<file path="config.mk">
export PLATFORM = sky130hd
export DESIGN_NAME = first_fit_free_list_allocator
export DESIGN_NICKNAME = d
export VERILOG_FILES = /design/src/rtl/core/ffa_pkg.sv /design/src/rtl/core/ffa_cell.sv /design/src/rtl/core/first_fit_free_list_allocator.sv
export VERILOG_INCLUDE_DIRS = /design/src /design/src/rtl/core
export SDC_FILE = /design/constraint.sdc
export NUM_CORES = 2
export LEC_CHECK = 0
export BUFFER_PORTS_ARGS = -buffer_cell sky130_fd_sc_hd__buf_2
export CORE_ASPECT_RATIO = 1.4
export CORE_MARGIN = 3
export CORE_UTILIZATION = 67
export CTS_BUF_LIST = sky130_fd_sc_hd__clkbuf_8
export CTS_CLUSTER_SIZE = 24
export DETAILED_ROUTE_END_ITERATION = 10
export GPL_TIMING_DRIVEN = 0
export PLACE_DENSITY = 0.84
export REMOVE_ABC_BUFFERS = 1
export SLEW_MARGIN = 40
export SYNTH_ARGS = -nofsm -noshare
export SYNTH_HDL_FRONTEND = slang
export SYNTH_HIERARCHICAL = 1
export SYNTH_SLANG_ARGS = --single-unit
</file>
<file path="constraint.sdc">
create_clock -name i_clk -period 8.4 [get_ports i_clk]
set_clock_uncertainty 0.1 [all_clocks]
set_input_delay 1.68 -clock i_clk [delete_from_list [all_inputs] [get_ports i_clk]]
set_output_delay 1.68 -clock i_clk [all_outputs]
set_load 0.02 [all_outputs]
</file>
<file path="src/rtl/core/first_fit_free_list_allocator_macros.svh">
// ----------------------------------------------------------------------------
// first_fit_free_list_allocator macros
// Assertion shorthands used by the allocator RTL.
// ----------------------------------------------------------------------------
`ifndef FIRST_FIT_FREE_LIST_ALLOCATOR_MACROS_SVH
`define FIRST_FIT_FREE_LIST_ALLOCATOR_MACROS_SVH

// Check a condition in the same cycle as its trigger
`define FFA_ASSERT_NOW(label, clk, rst_n, ante, cons, msg) \
    label: assert property (@(posedge clk) disable iff (!rst_n) (ante) |-> (cons)) \
        else $error(msg);

// Check a condition in the cycle after its trigger
`define FFA_ASSERT_NEXT(label, clk, rst_n, ante, cons, msg) \
    label: assert property (@(posedge clk) disable iff (!rst_n) (ante) |=> (cons)) \
        else $error(msg);

`endif

</file>
<file path="src/rtl/core/ffa_pkg.sv">
// ----------------------------------------------------------------------------
// ffa_pkg
// Types and constants shared by the free-list allocator and its cells.
// ----------------------------------------------------------------------------
`default_nettype none

package ffa_pkg;

    // Field widths of the item payloads
    localparam int FIELD_W = 16;
    localparam int SIZE_W  = 16;
    localparam int NEED_W  = SIZE_W + 1;
    localparam int STAT_W  = 2;
    localparam int CFG_IDX_W = 1;

    // Request kinds
    localparam logic OP_ALLOC = 1'b0;
    localparam logic OP_FREE  = 1'b1;

    // Configuration register indexes
    localparam logic [CFG_IDX_W-1:0] CFG_HEAP_BASE = 1'b0;
    localparam logic [CFG_IDX_W-1:0] CFG_HEAP_SIZE = 1'b1;

    // Result status codes
    typedef enum logic [STAT_W-1:0] {
        STATUS_ALLOCATED = 2'd0,
        STATUS_NO_FIT    = 2'd1,
        STATUS_FREED     = 2'd2,
        STATUS_DROPPED   = 2'd3
    } t_status;

    // Per-cycle command to one list cell
    typedef enum logic [2:0] {
        CELL_HOLD,
        CELL_COMPARE,
        CELL_SELECT,
        CELL_LOAD_LEFT,
        CELL_LOAD_RIGHT,
        CELL_SPLIT
    } t_cell_op;

    typedef struct packed {
        t_cell_op op;
        logic     active;
    } t_cell_ctl;

endpackage

`default_nettype wire

</file>
<file path="src/rtl/core/ffa_cell.sv">
// ----------------------------------------------------------------------------
// ffa_cell
// One free-list entry: holds a block, compares it against the request, takes
// part in the first-fit chain and shifts or splits on command.
// ----------------------------------------------------------------------------
`default_nettype none

module ffa_cell #(
    parameter int ADDR_W = 16
) (
    input  logic                       i_clk,
    input  logic                       i_rst_n,
    input  ffa_pkg::t_cell_ctl         i_ctl,
    input  logic [ffa_pkg::NEED_W-1:0] i_need,
    input  logic [ADDR_W-1:0]          i_left_addr,
    input  logic [ffa_pkg::SIZE_W-1:0] i_left_size,
    input  logic [ADDR_W-1:0]          i_right_addr,
    input  logic [ffa_pkg::SIZE_W-1:0] i_right_size,
    input  logic                       i_found,
    input  logic [ADDR_W-1:0]          i_sel_addr,
    input  logic                       i_sel_exact,
    output logic [ADDR_W-1:0]          o_addr,
    output logic [ffa_pkg::SIZE_W-1:0] o_size,
    output logic                       o_found,
    output logic [ADDR_W-1:0]          o_sel_addr,
    output logic                       o_sel_exact,
    output logic                       o_hit
);

    logic [ADDR_W-1:0]          r_addr;
    logic [ffa_pkg::SIZE_W-1:0] r_size;
    logic                       r_lt;
    logic                       r_eq;
    logic                       r_hit;
    logic                       r_after;
    logic                       w_fit;
    logic                       w_hit;

    // First fitting cell wins; pass its block down the chain
    assign w_fit       = r_lt | r_eq;
    assign w_hit       = w_fit & ~i_found;
    assign o_found     = i_found | w_fit;
    assign o_sel_addr  = w_hit ? r_addr : i_sel_addr;
    assign o_sel_exact = w_hit ? r_eq : i_sel_exact;
    assign o_addr      = r_addr;
    assign o_size      = r_size;
    assign o_hit       = r_hit;

    // Compare and select flags
    always_ff @(posedge i_clk) begin
        if (!i_rst_n) begin
            r_lt    <= 1'b0;
            r_eq    <= 1'b0;
            r_hit   <= 1'b0;
            r_after <= 1'b0;
        end else begin
            case (i_ctl.op)
                ffa_pkg::CELL_COMPARE: begin
                    r_lt <= i_ctl.active && (i_need < {1'b0, r_size});
                    r_eq <= i_ctl.active && (i_need == {1'b0, r_size});
                end
                ffa_pkg::CELL_SELECT: begin
                    r_hit   <= w_hit;
                    r_after <= o_found;
                end
                default: begin
                end
            endcase
        end
    end

    // Block contents: shift, split or hold
    always_ff @(posedge i_clk) begin
        case (i_ctl.op)
            ffa_pkg::CELL_LOAD_LEFT: begin
                r_addr <= i_left_addr;
                r_size <= i_left_size;
            end
            ffa_pkg::CELL_LOAD_RIGHT: begin
                if (r_after) begin
                    r_addr <= i_right_addr;
                    r_size <= i_right_size;
                end
            end
            ffa_pkg::CELL_SPLIT: begin
                if (r_hit) begin
                    r_addr <= r_addr + ADDR_W'(i_need);
                    r_size <= r_size - i_need[ffa_pkg::SIZE_W-1:0];
                end
            end
            default: begin
            end
        endcase
    end

endmodule

`default_nettype wire

</file>
<file path="src/rtl/core/first_fit_free_list_allocator.sv">
// ----------------------------------------------------------------------------
// first_fit_free_list_allocator
// First-fit heap allocator over a row of free-list cells.
// ----------------------------------------------------------------------------
// The free list lives in a row of MAX_FREE_BLOCKS cells, front at cell 0.
// The first item after reset seeds cell 0 with {heap_base, heap_size}; later
// register writes are not used by the list, and reset clears them. An
// allocate steps through accept, parallel compare in every cell, first-fit
// select along the cell chain, then split or shift-out, with its result
// registered in the last step; a free steps through accept, then a shift of
// the row right by one cell, with its result registered in that step. The
// next item is accepted in the cycle after the result is loaded into the
// output register, so a stalled output adds its stall cycles to the item in
// flight. Freed blocks are trusted as given and never merged; a free into a
// full list is dropped with status 3.
`default_nettype none

module first_fit_free_list_allocator #(
    parameter int MAX_FREE_BLOCKS = 16,
    parameter int HEADER_BYTES    = 4,
    parameter int ADDRESS_BITS    = 16
) (
    input  logic                          i_clk,
    input  logic                          i_rst_n,
    // configuration write port
    input  logic                          i_cfg_we,
    input  logic [ffa_pkg::CFG_IDX_W-1:0] i_cfg_index,
    input  logic [ffa_pkg::FIELD_W-1:0]   i_cfg_data,
    // request items
    input  logic                          i_s_axis_tvalid,
    output logic                          o_s_axis_tready,
    // [15:0] request_size, [31:16] block_address, [47:32] block_size
    input  logic [47:0]                   i_s_axis_tdata,
    // [0] opcode
    input  logic                          i_s_axis_tuser,
    // result items
    output logic                          o_m_axis_tvalid,
    input  logic                          i_m_axis_tready,
    // [15:0] data_address, [31:16] granted_size
    output logic [31:0]                   o_m_axis_tdata,
    // [1:0] status
    output logic [ffa_pkg::STAT_W-1:0]    o_m_axis_tuser
);

`include "first_fit_free_list_allocator_macros.svh"

    localparam int CNT_W = $clog2(MAX_FREE_BLOCKS + 1);

    typedef enum logic [1:0] {
        ST_IDLE,
        ST_CMP,
        ST_SEL,
        ST_UPD
    } t_state;

    t_state                       r_state;
    logic                         r_seeded;
    logic [CNT_W-1:0]             r_count;
    logic [ffa_pkg::FIELD_W-1:0]  r_heap_base;
    logic [ffa_pkg::SIZE_W-1:0]   r_heap_size;
    logic                         r_op;
    logic [ffa_pkg::NEED_W-1:0]   r_need;
    logic [ffa_pkg::FIELD_W-1:0]  r_free_addr;
    logic [ffa_pkg::SIZE_W-1:0]   r_free_size;
    logic                         r_res_found;
    logic                         r_res_exact;
    logic [ffa_pkg::FIELD_W-1:0]  r_res_addr;
    logic                         r_out_valid;
    ffa_pkg::t_status             r_out_status;
    logic [ffa_pkg::FIELD_W-1:0]  r_out_addr;
    logic [ffa_pkg::SIZE_W-1:0]   r_out_size;

    logic                         w_in_accept;
    logic                         w_slot_free;
    logic                         w_full;
    logic                         w_update;
    logic [ADDRESS_BITS-1:0]      w_inject_addr;
    logic [ffa_pkg::SIZE_W-1:0]   w_inject_size;
    logic [ADDRESS_BITS-1:0]      w_grant_addr;
    logic [ffa_pkg::FIELD_W-1:0]  w_req_size;
    ffa_pkg::t_cell_ctl           w_ctl [MAX_FREE_BLOCKS];
    logic [ADDRESS_BITS-1:0]      w_cell_addr [MAX_FREE_BLOCKS];
    logic [ffa_pkg::SIZE_W-1:0]   w_cell_size [MAX_FREE_BLOCKS];
    logic [MAX_FREE_BLOCKS:0]     w_found;
    logic [ADDRESS_BITS-1:0]      w_sel_addr [MAX_FREE_BLOCKS+1];
    logic [MAX_FREE_BLOCKS:0]     w_sel_exact;
    logic [MAX_FREE_BLOCKS-1:0]   w_hits;

    // Handshakes and status
    assign w_in_accept     = i_s_axis_tvalid && o_s_axis_tready;
    assign o_s_axis_tready = (r_state == ST_IDLE);
    assign w_slot_free     = !r_out_valid || i_m_axis_tready;
    assign w_full          = (r_count == CNT_W'(MAX_FREE_BLOCKS));
    assign w_update        = (r_state == ST_UPD) && w_slot_free;
    assign w_req_size      = i_s_axis_tdata[15:0];

    // Entry pushed into the front cell: seed block, or freed block
    always_comb begin
        if (!r_seeded) begin
            w_inject_addr = ADDRESS_BITS'(r_heap_base);
            w_inject_size = r_heap_size;
        end else begin
            w_inject_addr = ADDRESS_BITS'(r_free_addr) - ADDRESS_BITS'(HEADER_BYTES);
            w_inject_size = r_free_size;
        end
    end

    // Drive one command per cell
    always_comb begin
        for (int i = 0; i < MAX_FREE_BLOCKS; i++) begin
            w_ctl[i].active = (r_count > CNT_W'(i));
            w_ctl[i].op     = ffa_pkg::CELL_HOLD;
            case (r_state)
                ST_IDLE: begin
                    if (w_in_accept && !r_seeded && i == 0) begin
                        w_ctl[i].op = ffa_pkg::CELL_LOAD_LEFT;
                    end
                end
                ST_CMP:  w_ctl[i].op = ffa_pkg::CELL_COMPARE;
                ST_SEL:  w_ctl[i].op = ffa_pkg::CELL_SELECT;
                ST_UPD: begin
                    if (w_update) begin
                        if (r_op == ffa_pkg::OP_FREE) begin
                            if (!w_full) begin
                                w_ctl[i].op = ffa_pkg::CELL_LOAD_LEFT;
                            end
                        end else if (r_res_found) begin
                            w_ctl[i].op = r_res_exact ? ffa_pkg::CELL_LOAD_RIGHT
                                                      : ffa_pkg::CELL_SPLIT;
                        end
                    end
                end
                default: begin
                end
            endcase
        end
    end

    // Row of list cells
    assign w_found[0]     = 1'b0;
    assign w_sel_addr[0]  = '0;
    assign w_sel_exact[0] = 1'b0;

    for (genvar g = 0; g < MAX_FREE_BLOCKS; g++) begin : g_cell
        logic [ADDRESS_BITS-1:0]    w_left_addr;
        logic [ffa_pkg::SIZE_W-1:0] w_left_size;
        logic [ADDRESS_BITS-1:0]    w_right_addr;
        logic [ffa_pkg::SIZE_W-1:0] w_right_size;

        if (g == 0) begin : g_front
            assign w_left_addr = w_inject_addr;
            assign w_left_size = w_inject_size;
        end else begin : g_inner
            assign w_left_addr = w_cell_addr[g-1];
            assign w_left_size = w_cell_size[g-1];
        end

        if (g == MAX_FREE_BLOCKS - 1) begin : g_back
            assign w_right_addr = '0;
            assign w_right_size = '0;
        end else begin : g_mid
            assign w_right_addr = w_cell_addr[g+1];
            assign w_right_size = w_cell_size[g+1];
        end

        ffa_cell #(
            .ADDR_W (ADDRESS_BITS)
        ) u_cell (
            .i_clk        (i_clk),
            .i_rst_n      (i_rst_n),
            .i_ctl        (w_ctl[g]),
            .i_need       (r_need),
            .i_left_addr  (w_left_addr),
            .i_left_size  (w_left_size),
            .i_right_addr (w_right_addr),
            .i_right_size (w_right_size),
            .i_found      (w_found[g]),
            .i_sel_addr   (w_sel_addr[g]),
            .i_sel_exact  (w_sel_exact[g]),
            .o_addr       (w_cell_addr[g]),
            .o_size       (w_cell_size[g]),
            .o_found      (w_found[g+1]),
            .o_sel_addr   (w_sel_addr[g+1]),
            .o_sel_exact  (w_sel_exact[g+1]),
            .o_hit        (w_hits[g])
        );
    end

    // Data address of the selected block, past its header
    assign w_grant_addr = w_sel_addr[MAX_FREE_BLOCKS] + ADDRESS_BITS'(HEADER_BYTES);

    // Sequencer, list count, configuration and output register
    always_ff @(posedge i_clk) begin
        if (!i_rst_n) begin
            r_state     <= ST_IDLE;
            r_seeded    <= 1'b0;
            r_count     <= '0;
            r_heap_base <= '0;
            r_heap_size <= '0;
            r_out_valid <= 1'b0;
            r_res_found <= 1'b0;
            r_res_exact <= 1'b0;
        end else begin
            if (i_cfg_we) begin
                case (i_cfg_index)
                    ffa_pkg::CFG_HEAP_BASE: r_heap_base <= i_cfg_data;
                    ffa_pkg::CFG_HEAP_SIZE: r_heap_size <= i_cfg_data;
                    default: begin
                    end
                endcase
            end

            // Drop the result once taken, unless a new one replaces it
            if (r_out_valid && i_m_axis_tready && !w_update) begin
                r_out_valid <= 1'b0;
            end

            case (r_state)
                ST_IDLE: begin
                    if (w_in_accept) begin
                        r_op        <= i_s_axis_tuser;
                        r_need      <= ffa_pkg::NEED_W'(w_req_size)
                                       + ffa_pkg::NEED_W'(HEADER_BYTES);
                        r_free_addr <= i_s_axis_tdata[31:16];
                        r_free_size <= i_s_axis_tdata[47:32];
                        if (!r_seeded) begin
                            r_seeded <= 1'b1;
                            r_count  <= CNT_W'(1);
                        end
                        r_state <= (i_s_axis_tuser == ffa_pkg::OP_FREE) ? ST_UPD : ST_CMP;
                    end
                end
                ST_CMP: begin
                    r_state <= ST_SEL;
                end
                ST_SEL: begin
                    r_res_found <= w_found[MAX_FREE_BLOCKS];
                    r_res_exact <= w_sel_exact[MAX_FREE_BLOCKS];
                    r_res_addr  <= ffa_pkg::FIELD_W'(w_grant_addr);
                    r_state     <= ST_UPD;
                end
                ST_UPD: begin
                    if (w_slot_free) begin
                        r_out_valid <= 1'b1;
                        if (r_op == ffa_pkg::OP_FREE) begin
                            r_out_addr <= '0;
                            r_out_size <= '0;
                            if (w_full) begin
                                r_out_status <= ffa_pkg::STATUS_DROPPED;
                            end else begin
                                r_out_status <= ffa_pkg::STATUS_FREED;
                                r_count      <= r_count + CNT_W'(1);
                            end
                        end else if (r_res_found) begin
                            r_out_status <= ffa_pkg::STATUS_ALLOCATED;
                            r_out_addr   <= r_res_addr;
                            r_out_size   <= r_need[ffa_pkg::SIZE_W-1:0];
                            if (r_res_exact) begin
                                r_count <= r_count - CNT_W'(1);
                            end
                        end else begin
                            r_out_status <= ffa_pkg::STATUS_NO_FIT;
                            r_out_addr   <= '0;
                            r_out_size   <= '0;
                        end
                        r_state <= ST_IDLE;
                    end
                end
                default: begin
                    r_state <= ST_IDLE;
                end
            endcase
        end
    end

    // Result port
    assign o_m_axis_tvalid = r_out_valid;
    assign o_m_axis_tdata  = {r_out_size, r_out_addr};
    assign o_m_axis_tuser  = r_out_status;

    // List never holds more entries than cells
    `FFA_ASSERT_NOW(a_count_bound, i_clk, i_rst_n, 1'b1,
        r_count <= CNT_W'(MAX_FREE_BLOCKS), "free count above list depth")
    // At most one cell claims the first fit
    `FFA_ASSERT_NOW(a_single_hit, i_clk, i_rst_n, 1'b1,
        $onehot0(w_hits), "more than one cell selected")
    // An accepted free into a non-full list grows the list by one
    `FFA_ASSERT_NEXT(a_free_grows, i_clk, i_rst_n,
        w_update && r_op == ffa_pkg::OP_FREE && !w_full,
        r_count == $past(r_count) + CNT_W'(1), "free did not grow the list")

endmodule

`default_nettype wire
</file>
Word-level counts from Yosys, hierarchy flattened. Cells that the tools add are included. W data, S select, Z words.

Register bits: 718. Word-level logic and storage cells: 536.

Bitwise gates (word level): 63. Muxes and demuxes: 155. Equality and inequality tests: 68. Reduce and logical (&&, ||, !) cells: 70. $add $sub $neg: 37. $lt $le $gt $ge: 32.

Operator list (number): $pmux W16 S3 (32); $mux W16 (81); $eq A17 B16 Y1 (16); $lt A17 B16 Y1 (16); $add A16 B16 Y16 (16); $sub A16 B16 Y16 (16); $reduce_and A3 Y1 (18); $gt A5 B4 Y1 const B (8); $ne A2 B2 Y1 const B (20); $logic_and A1 B1 Y1 (37); $mux W5 (7); $or A1 B1 Y1 (31); $ne A2 B1 Y1 const B (15); $mux W1 (22); $gt A5 B3 Y1 const B (4); $add A16 B3 Y17 const B (1); $not A1 Y1 (17); $add A16 B3 Y16 const B (1); $sub A16 B3 Y16 const B (1); $and A1 B1 Y1 (15); $eq A3 B2 Y1 const B (4); $eq A3 B3 Y1 const B (4); $mux W2 (6); $pmux W3 S4 (1); 21 further kinds (36).

Longest topological paths before layout.
Depth in word-level cells: 19. Gate-level depth with buffers: 35. Depth with buffers taken out: 33.

By module. Netlist, hierarchy kept.

Modules (own cells, without submodules): ffa_cell (g_cell[10].u_cell ...) (area each 3890.0 sq um, times used 9, cells an instance 460); ffa_cell (g_cell[7].u_cell ...) (area each 3881.2 sq um, times used 2, cells an instance 456); ffa_cell (g_cell[0].u_cell ...) (area each 3872.5 sq um, times used 2, cells an instance 466); first_fit_free_list_allocator (area each 6337.3 sq um, times used 1, cells an instance 560); ffa_cell (g_cell[6].u_cell) (area each 3972.6 sq um, times used 1, cells an instance 454); ffa_cell (g_cell[9].u_cell) (area each 3878.7 sq um, times used 1, cells an instance 461); ffa_cell (g_cell[12].u_cell) (area each 3849.9 sq um, times used 1, cells an instance 461).

Worst setup path after synthesis. No wires, ideal clock.

Kind: input to register. From: input port i_m_axis_tready. To: register g_cell[12].u_cell.r_addr[0] (enable). Arrival time: 6837 ps. Data required time: 7834 ps. Stages on the path: 7. Setup slack: 997 ps. Cells stage by stage: nand2b_1 -> nand4_1 -> o21ai_0 -> nand2b_1 -> clkbuf_1 -> clkbuf_1 -> o21ai_0.

RTL lines: from (decl) (RTL line first_fit_free_list_allocator.sv:38) `input logic i_m_axis_tready,`; to (signal assigned) (RTL line ffa_cell.sv:76) `r_addr <= i_left_addr;`; to (signal assigned) (RTL line ffa_cell.sv:81) `r_addr <= i_right_addr;`; to (signal assigned) (RTL line ffa_cell.sv:87) `r_addr <= r_addr + ADDR_W'(i_need);`; to (decl) (RTL line ffa_cell.sv:30) `logic [ADDR_W-1:0] r_addr;`.

==> metrics.md <==
| Metric | Value |
|---|---|
| Result of the run | `completed` |
| Setup repair after global routing missed its margin | `no` |
| Min-Delay Path Class | `register to register` |
| Final setup violation count | `0` |
| Global-route wire length before repair | `342000 um` |
| Total of hold buffers inserted after clock tree synthesis | `0` |
| Number of buffer cells added on primary ports | `106` |
| Drt wl/cell | `23.3 um` |
| Rows | `138` |
| Clock edge transition at the registers on the reported setup and hold paths | `0.07 ns` |
| Summed instance area of the synthesized netlist | `68600 um^2` |
| Final cycle utilization of the critical path | `98.1%` |
| WHS Endpoint | `r_heap_base[4]` |
| Number of cells on the worst hold path | `2` |
| Vertical extent of the die | `approximately 380 um` |
| Sequential element share of the synthesized area | `29.9%` |
| Core Footprint | `~100000 um^2` |
| Power consumption | `~15000 uW` |
| Overall routing resource usage | `40.3%` |
| Synth-to-Final Area Change | `9.46%` |
| Count of state elements after synthesis | `approximately 720` |
| Cell type with the largest total area after synthesis | `edfxtp_1` |
| Buffer type at the clock tree root | `clkbuf_8` |
| Worst setup slack for register-to-register paths | `between 0.15 and 0.2 ns` |
| Arrival time reported for the critical path endpoint | `approximately 9 ns` |
| Via total after detailed routing | `~63000` |
| Worst vdd ir | `0.000247 V` |
| Number of distinct library cells after synthesis | `115` |
| Most prevalent standard cell on the critical path | `or3_1` |
| Number of routed nets with antenna violations | `0` |
| Required time of the critical path | `slightly below 9 ns` |
| TritonCTS clock tree | `built` |
| Number of flops mapped to enable cells by yosys | `between 600 and 700` |
| Number of cells upsized or downsized after cts | `0` |
| Number of max-slew violations in the final report | `0` |
| Worst-path fanout max | `18` |
| Yosys synthesis warning count | `6` |
| Largest net degree at the start of global routing | `54` |
| Share of flip-flops with an asynchronous set or reset | `0%` |
| Number of top-level pins | `107` |
| Horizontal die dimension | `276 um` |
| Insertion delay to the later sink of the worst-skew pair | `0.90 ns` |
| NumNets Final | `8901` |
| # Max-Cap Violations | `0` |
| H-tree Lvls | `3` |
| Ranking of synthesized cells by area | `edfxtp_1, ha_1, a21oi_1` |
| Placer's final routability congestion estimate | `1.02` |
| R2r worst-path depth | `22` |
| Cell with the most instances after synthesis | `a21oi_1` |
| Worst rel slew slack | `35.3%` |
| Area share of the largest cell type after synthesis | `26.8%` |
| Type of the setup path with the least slack | `register to register` |
| Startpoint of the worst hold path | `r_heap_base[4]` |
| Commonest cells post-synth | `a21oi_1, ha_1, nand2_1` |
| Max incr delay on CP | `0.41 ns` |
| Total detailed-routing wirelength | `221000 um` |
| Total iterations of the first detailed-routing run | `8` |
| Cell leakage power | `0.0328 uW` |
| Worst reg2reg startpoint | `g_cell[0].u_cell/r_lt` |
| Antenna violations before repair | `10` |
| CP endpoint kind | `register` |
| Final hold violation count | `0` |
| Drc violations | `0` |
| HPWL after detailed placement | `170000 um` |
| Prevailing post-synth register cell | `edfxtp_1` |
| Maximum operating frequency | `121 MHz` |
| Fill cell count | `7353` |
| Series of cell instances along the critical path | `or3_1 > or3_1 > or3_1 > or3_1 > or3_1 > or3_1 > or3_1 > or3_1 > or3_1 > or3_1 > or3_1 > or3_1 > or3_1 > or3_1 > or3_1 > o21bai_4 > buf_8 > mux2_2 > and4_1 > nand4_1 > nor2_1 > xor2_1` |
| Initial core utilization | `67.6%` |
| Cell count after synthesis | `about 7900` |
| Type of origin of the critical path | `register` |
| Die area | `106000 um^2` |
| Number of buffers created by CTS | `121` |
| Via count of the first global-routing pass | `64008` |
| Vias/cell | `roughly 6.7` |
| Worst flop-to-flop path endpoint | `r_res_addr[15]` |
| Buffer count from post-CTS setup fixing | `0` |
| Highest-delay cell along the critical path | `or3_1` |
| Maximum buffer depth of the clock tree | `3` |
| Fraction of final layout cells with drive strength greater than 1 | `11.0%` |
| Leftover overflow at the end of global routing | `0` |
| Clock tree sinks | `719` |
| Pwr dens | `201 nW/um^2` |
| First DRT Iteration DRCs | `roughly 5600` |
| Syn_area_per_cell | `8.66 um^2` |
| Final period demand of the worst path | `approximately 8.2 ns` |
| Tightest Pin Transition | `0.960 ns` |
| Summed negative setup slack over all endpoints | `0 ns` |
metrics by stage:
stage | instances | cell area [um^2] | setup WS (ns) | hold slack (ns) | util, %
CTS | 9469 | 75000 | 0.307 | 0.358 | 74.0
global placement | 9076 | 69600 | -34.75 | 0.340 | 68.6
detailed placement | 9239 | 72500 | 0.437 | 0.350 | 71.6
floorplan | 7640 | 67400 | -17.09 | 0.334 | -
global route | 9471 | 75000 | 0.0913 | 0.375 | 74.0
finish | 9475 | 75000 | 0.160 | 0.360 | 74.0
power breakdown:
part	internal, uW	total (uW)	switching (uW)	leakage [uW]
logic	2730	6990	4260	0.0250
registers	4380	4800	416	0.00645
clock network	1670	3320	1650	0.00136
total	8780	15100	6320	0.0328
layer usage:
metal	global-route usage (%)	part of all wire, %	vias up
met5	0	0.011	-
met4	38.8	11	4
met3	7.92	7.4	1295
met2	71.1	49	3284
met1	39.2	33	29764
li1	-	-	28916
layout make-up:
class / instances / area, um^2 / share of cell area [%]
clock inverter: 88 / 523 / 0.697
sequential: 719 / 20500 / 27.3
antenna: 5 / 12.5 / 0.0167
tap: 1330 / 1660 / 2.22
multi-input combinational: 6242 / 45000 / 59.9
inverter: 679 / 2550 / 3.40
clock buffer: 142 / 1950 / 2.60
timing repair buffer: 270 / 2850 / 3.80
worst max-delay path by stage:
stage	from	slack (ns)	end	depth (start not counted)
6_report	g_cell[0].u_cell/r_lt	0.16	r_res_addr[15]	22
3_3_place_gp	r_op	-34.75	g_cell[11].u_cell/r_lt	9
2_1_floorplan	i_m_axis_tready	-17.09	g_cell[9].u_cell/r_lt	8
3_5_place_dp	g_cell[0].u_cell/r_eq	0.44	r_res_addr[15]	22
4_1_cts	g_cell[0].u_cell/r_lt	0.31	r_res_addr[15]	22
5_1_grt	g_cell[0].u_cell/r_lt	0.09	r_res_addr[15]	22
critical path: cells and delay by family, from the launching register on:
family | cells | cell delay (ns)
buffers and inverters | 1 | 0.17
multiplexers | 1 | 0.30
AO/OA/AOI/OAI | 1 | 0.20
flip-flops | 1 | 0.37
XOR/XNOR | 1 | 0.09
AND/OR/NAND/NOR | 18 | 6.68
placed cells by master (no fill, tap or decap), types with 55 or more instances in the layout:
master / n
a21oi_1: 787
nand3_1: 126
mux2i_1: 191
nand2_1: 675
clkbuf_8: 142
buf_6: 77
edfxtp_1: 612
and3_1: 242
mux2_2: 224
a211oi_1: 58
xor2_1: 131
o21a_1: 135
inv_1: 681
o21ai_0: 476
ha_1: 765
nor2_1: 429
a21o_1: 193
buf_2: 105
nand2b_1: 55
o21ai_1: 162
nor2b_1: 132
buf_8: 70
xnor2_1: 205
nor3_1: 191
and2_1: 66
dfxtp_1: 106
cell families (layout without fill, tap and decap cells):
logic type / after synthesis / count (layout) / share of synthesized area [%]
other cells: 1 / 56 / 0.00547
xor+xnor: 336 / 336 / 4.29
compound gates: 2348 / 2348 / 21.5
mux: 466 / 466 / 7.31
buf+inv: 1009 / 1179 / 5.71
fa+ha+maj: 797 / 797 / 14.9
simple gates: 2244 / 2244 / 16.3
flops: 719 / 719 / 29.9
No activity file was read; power rests on OpenSTA's default activity.
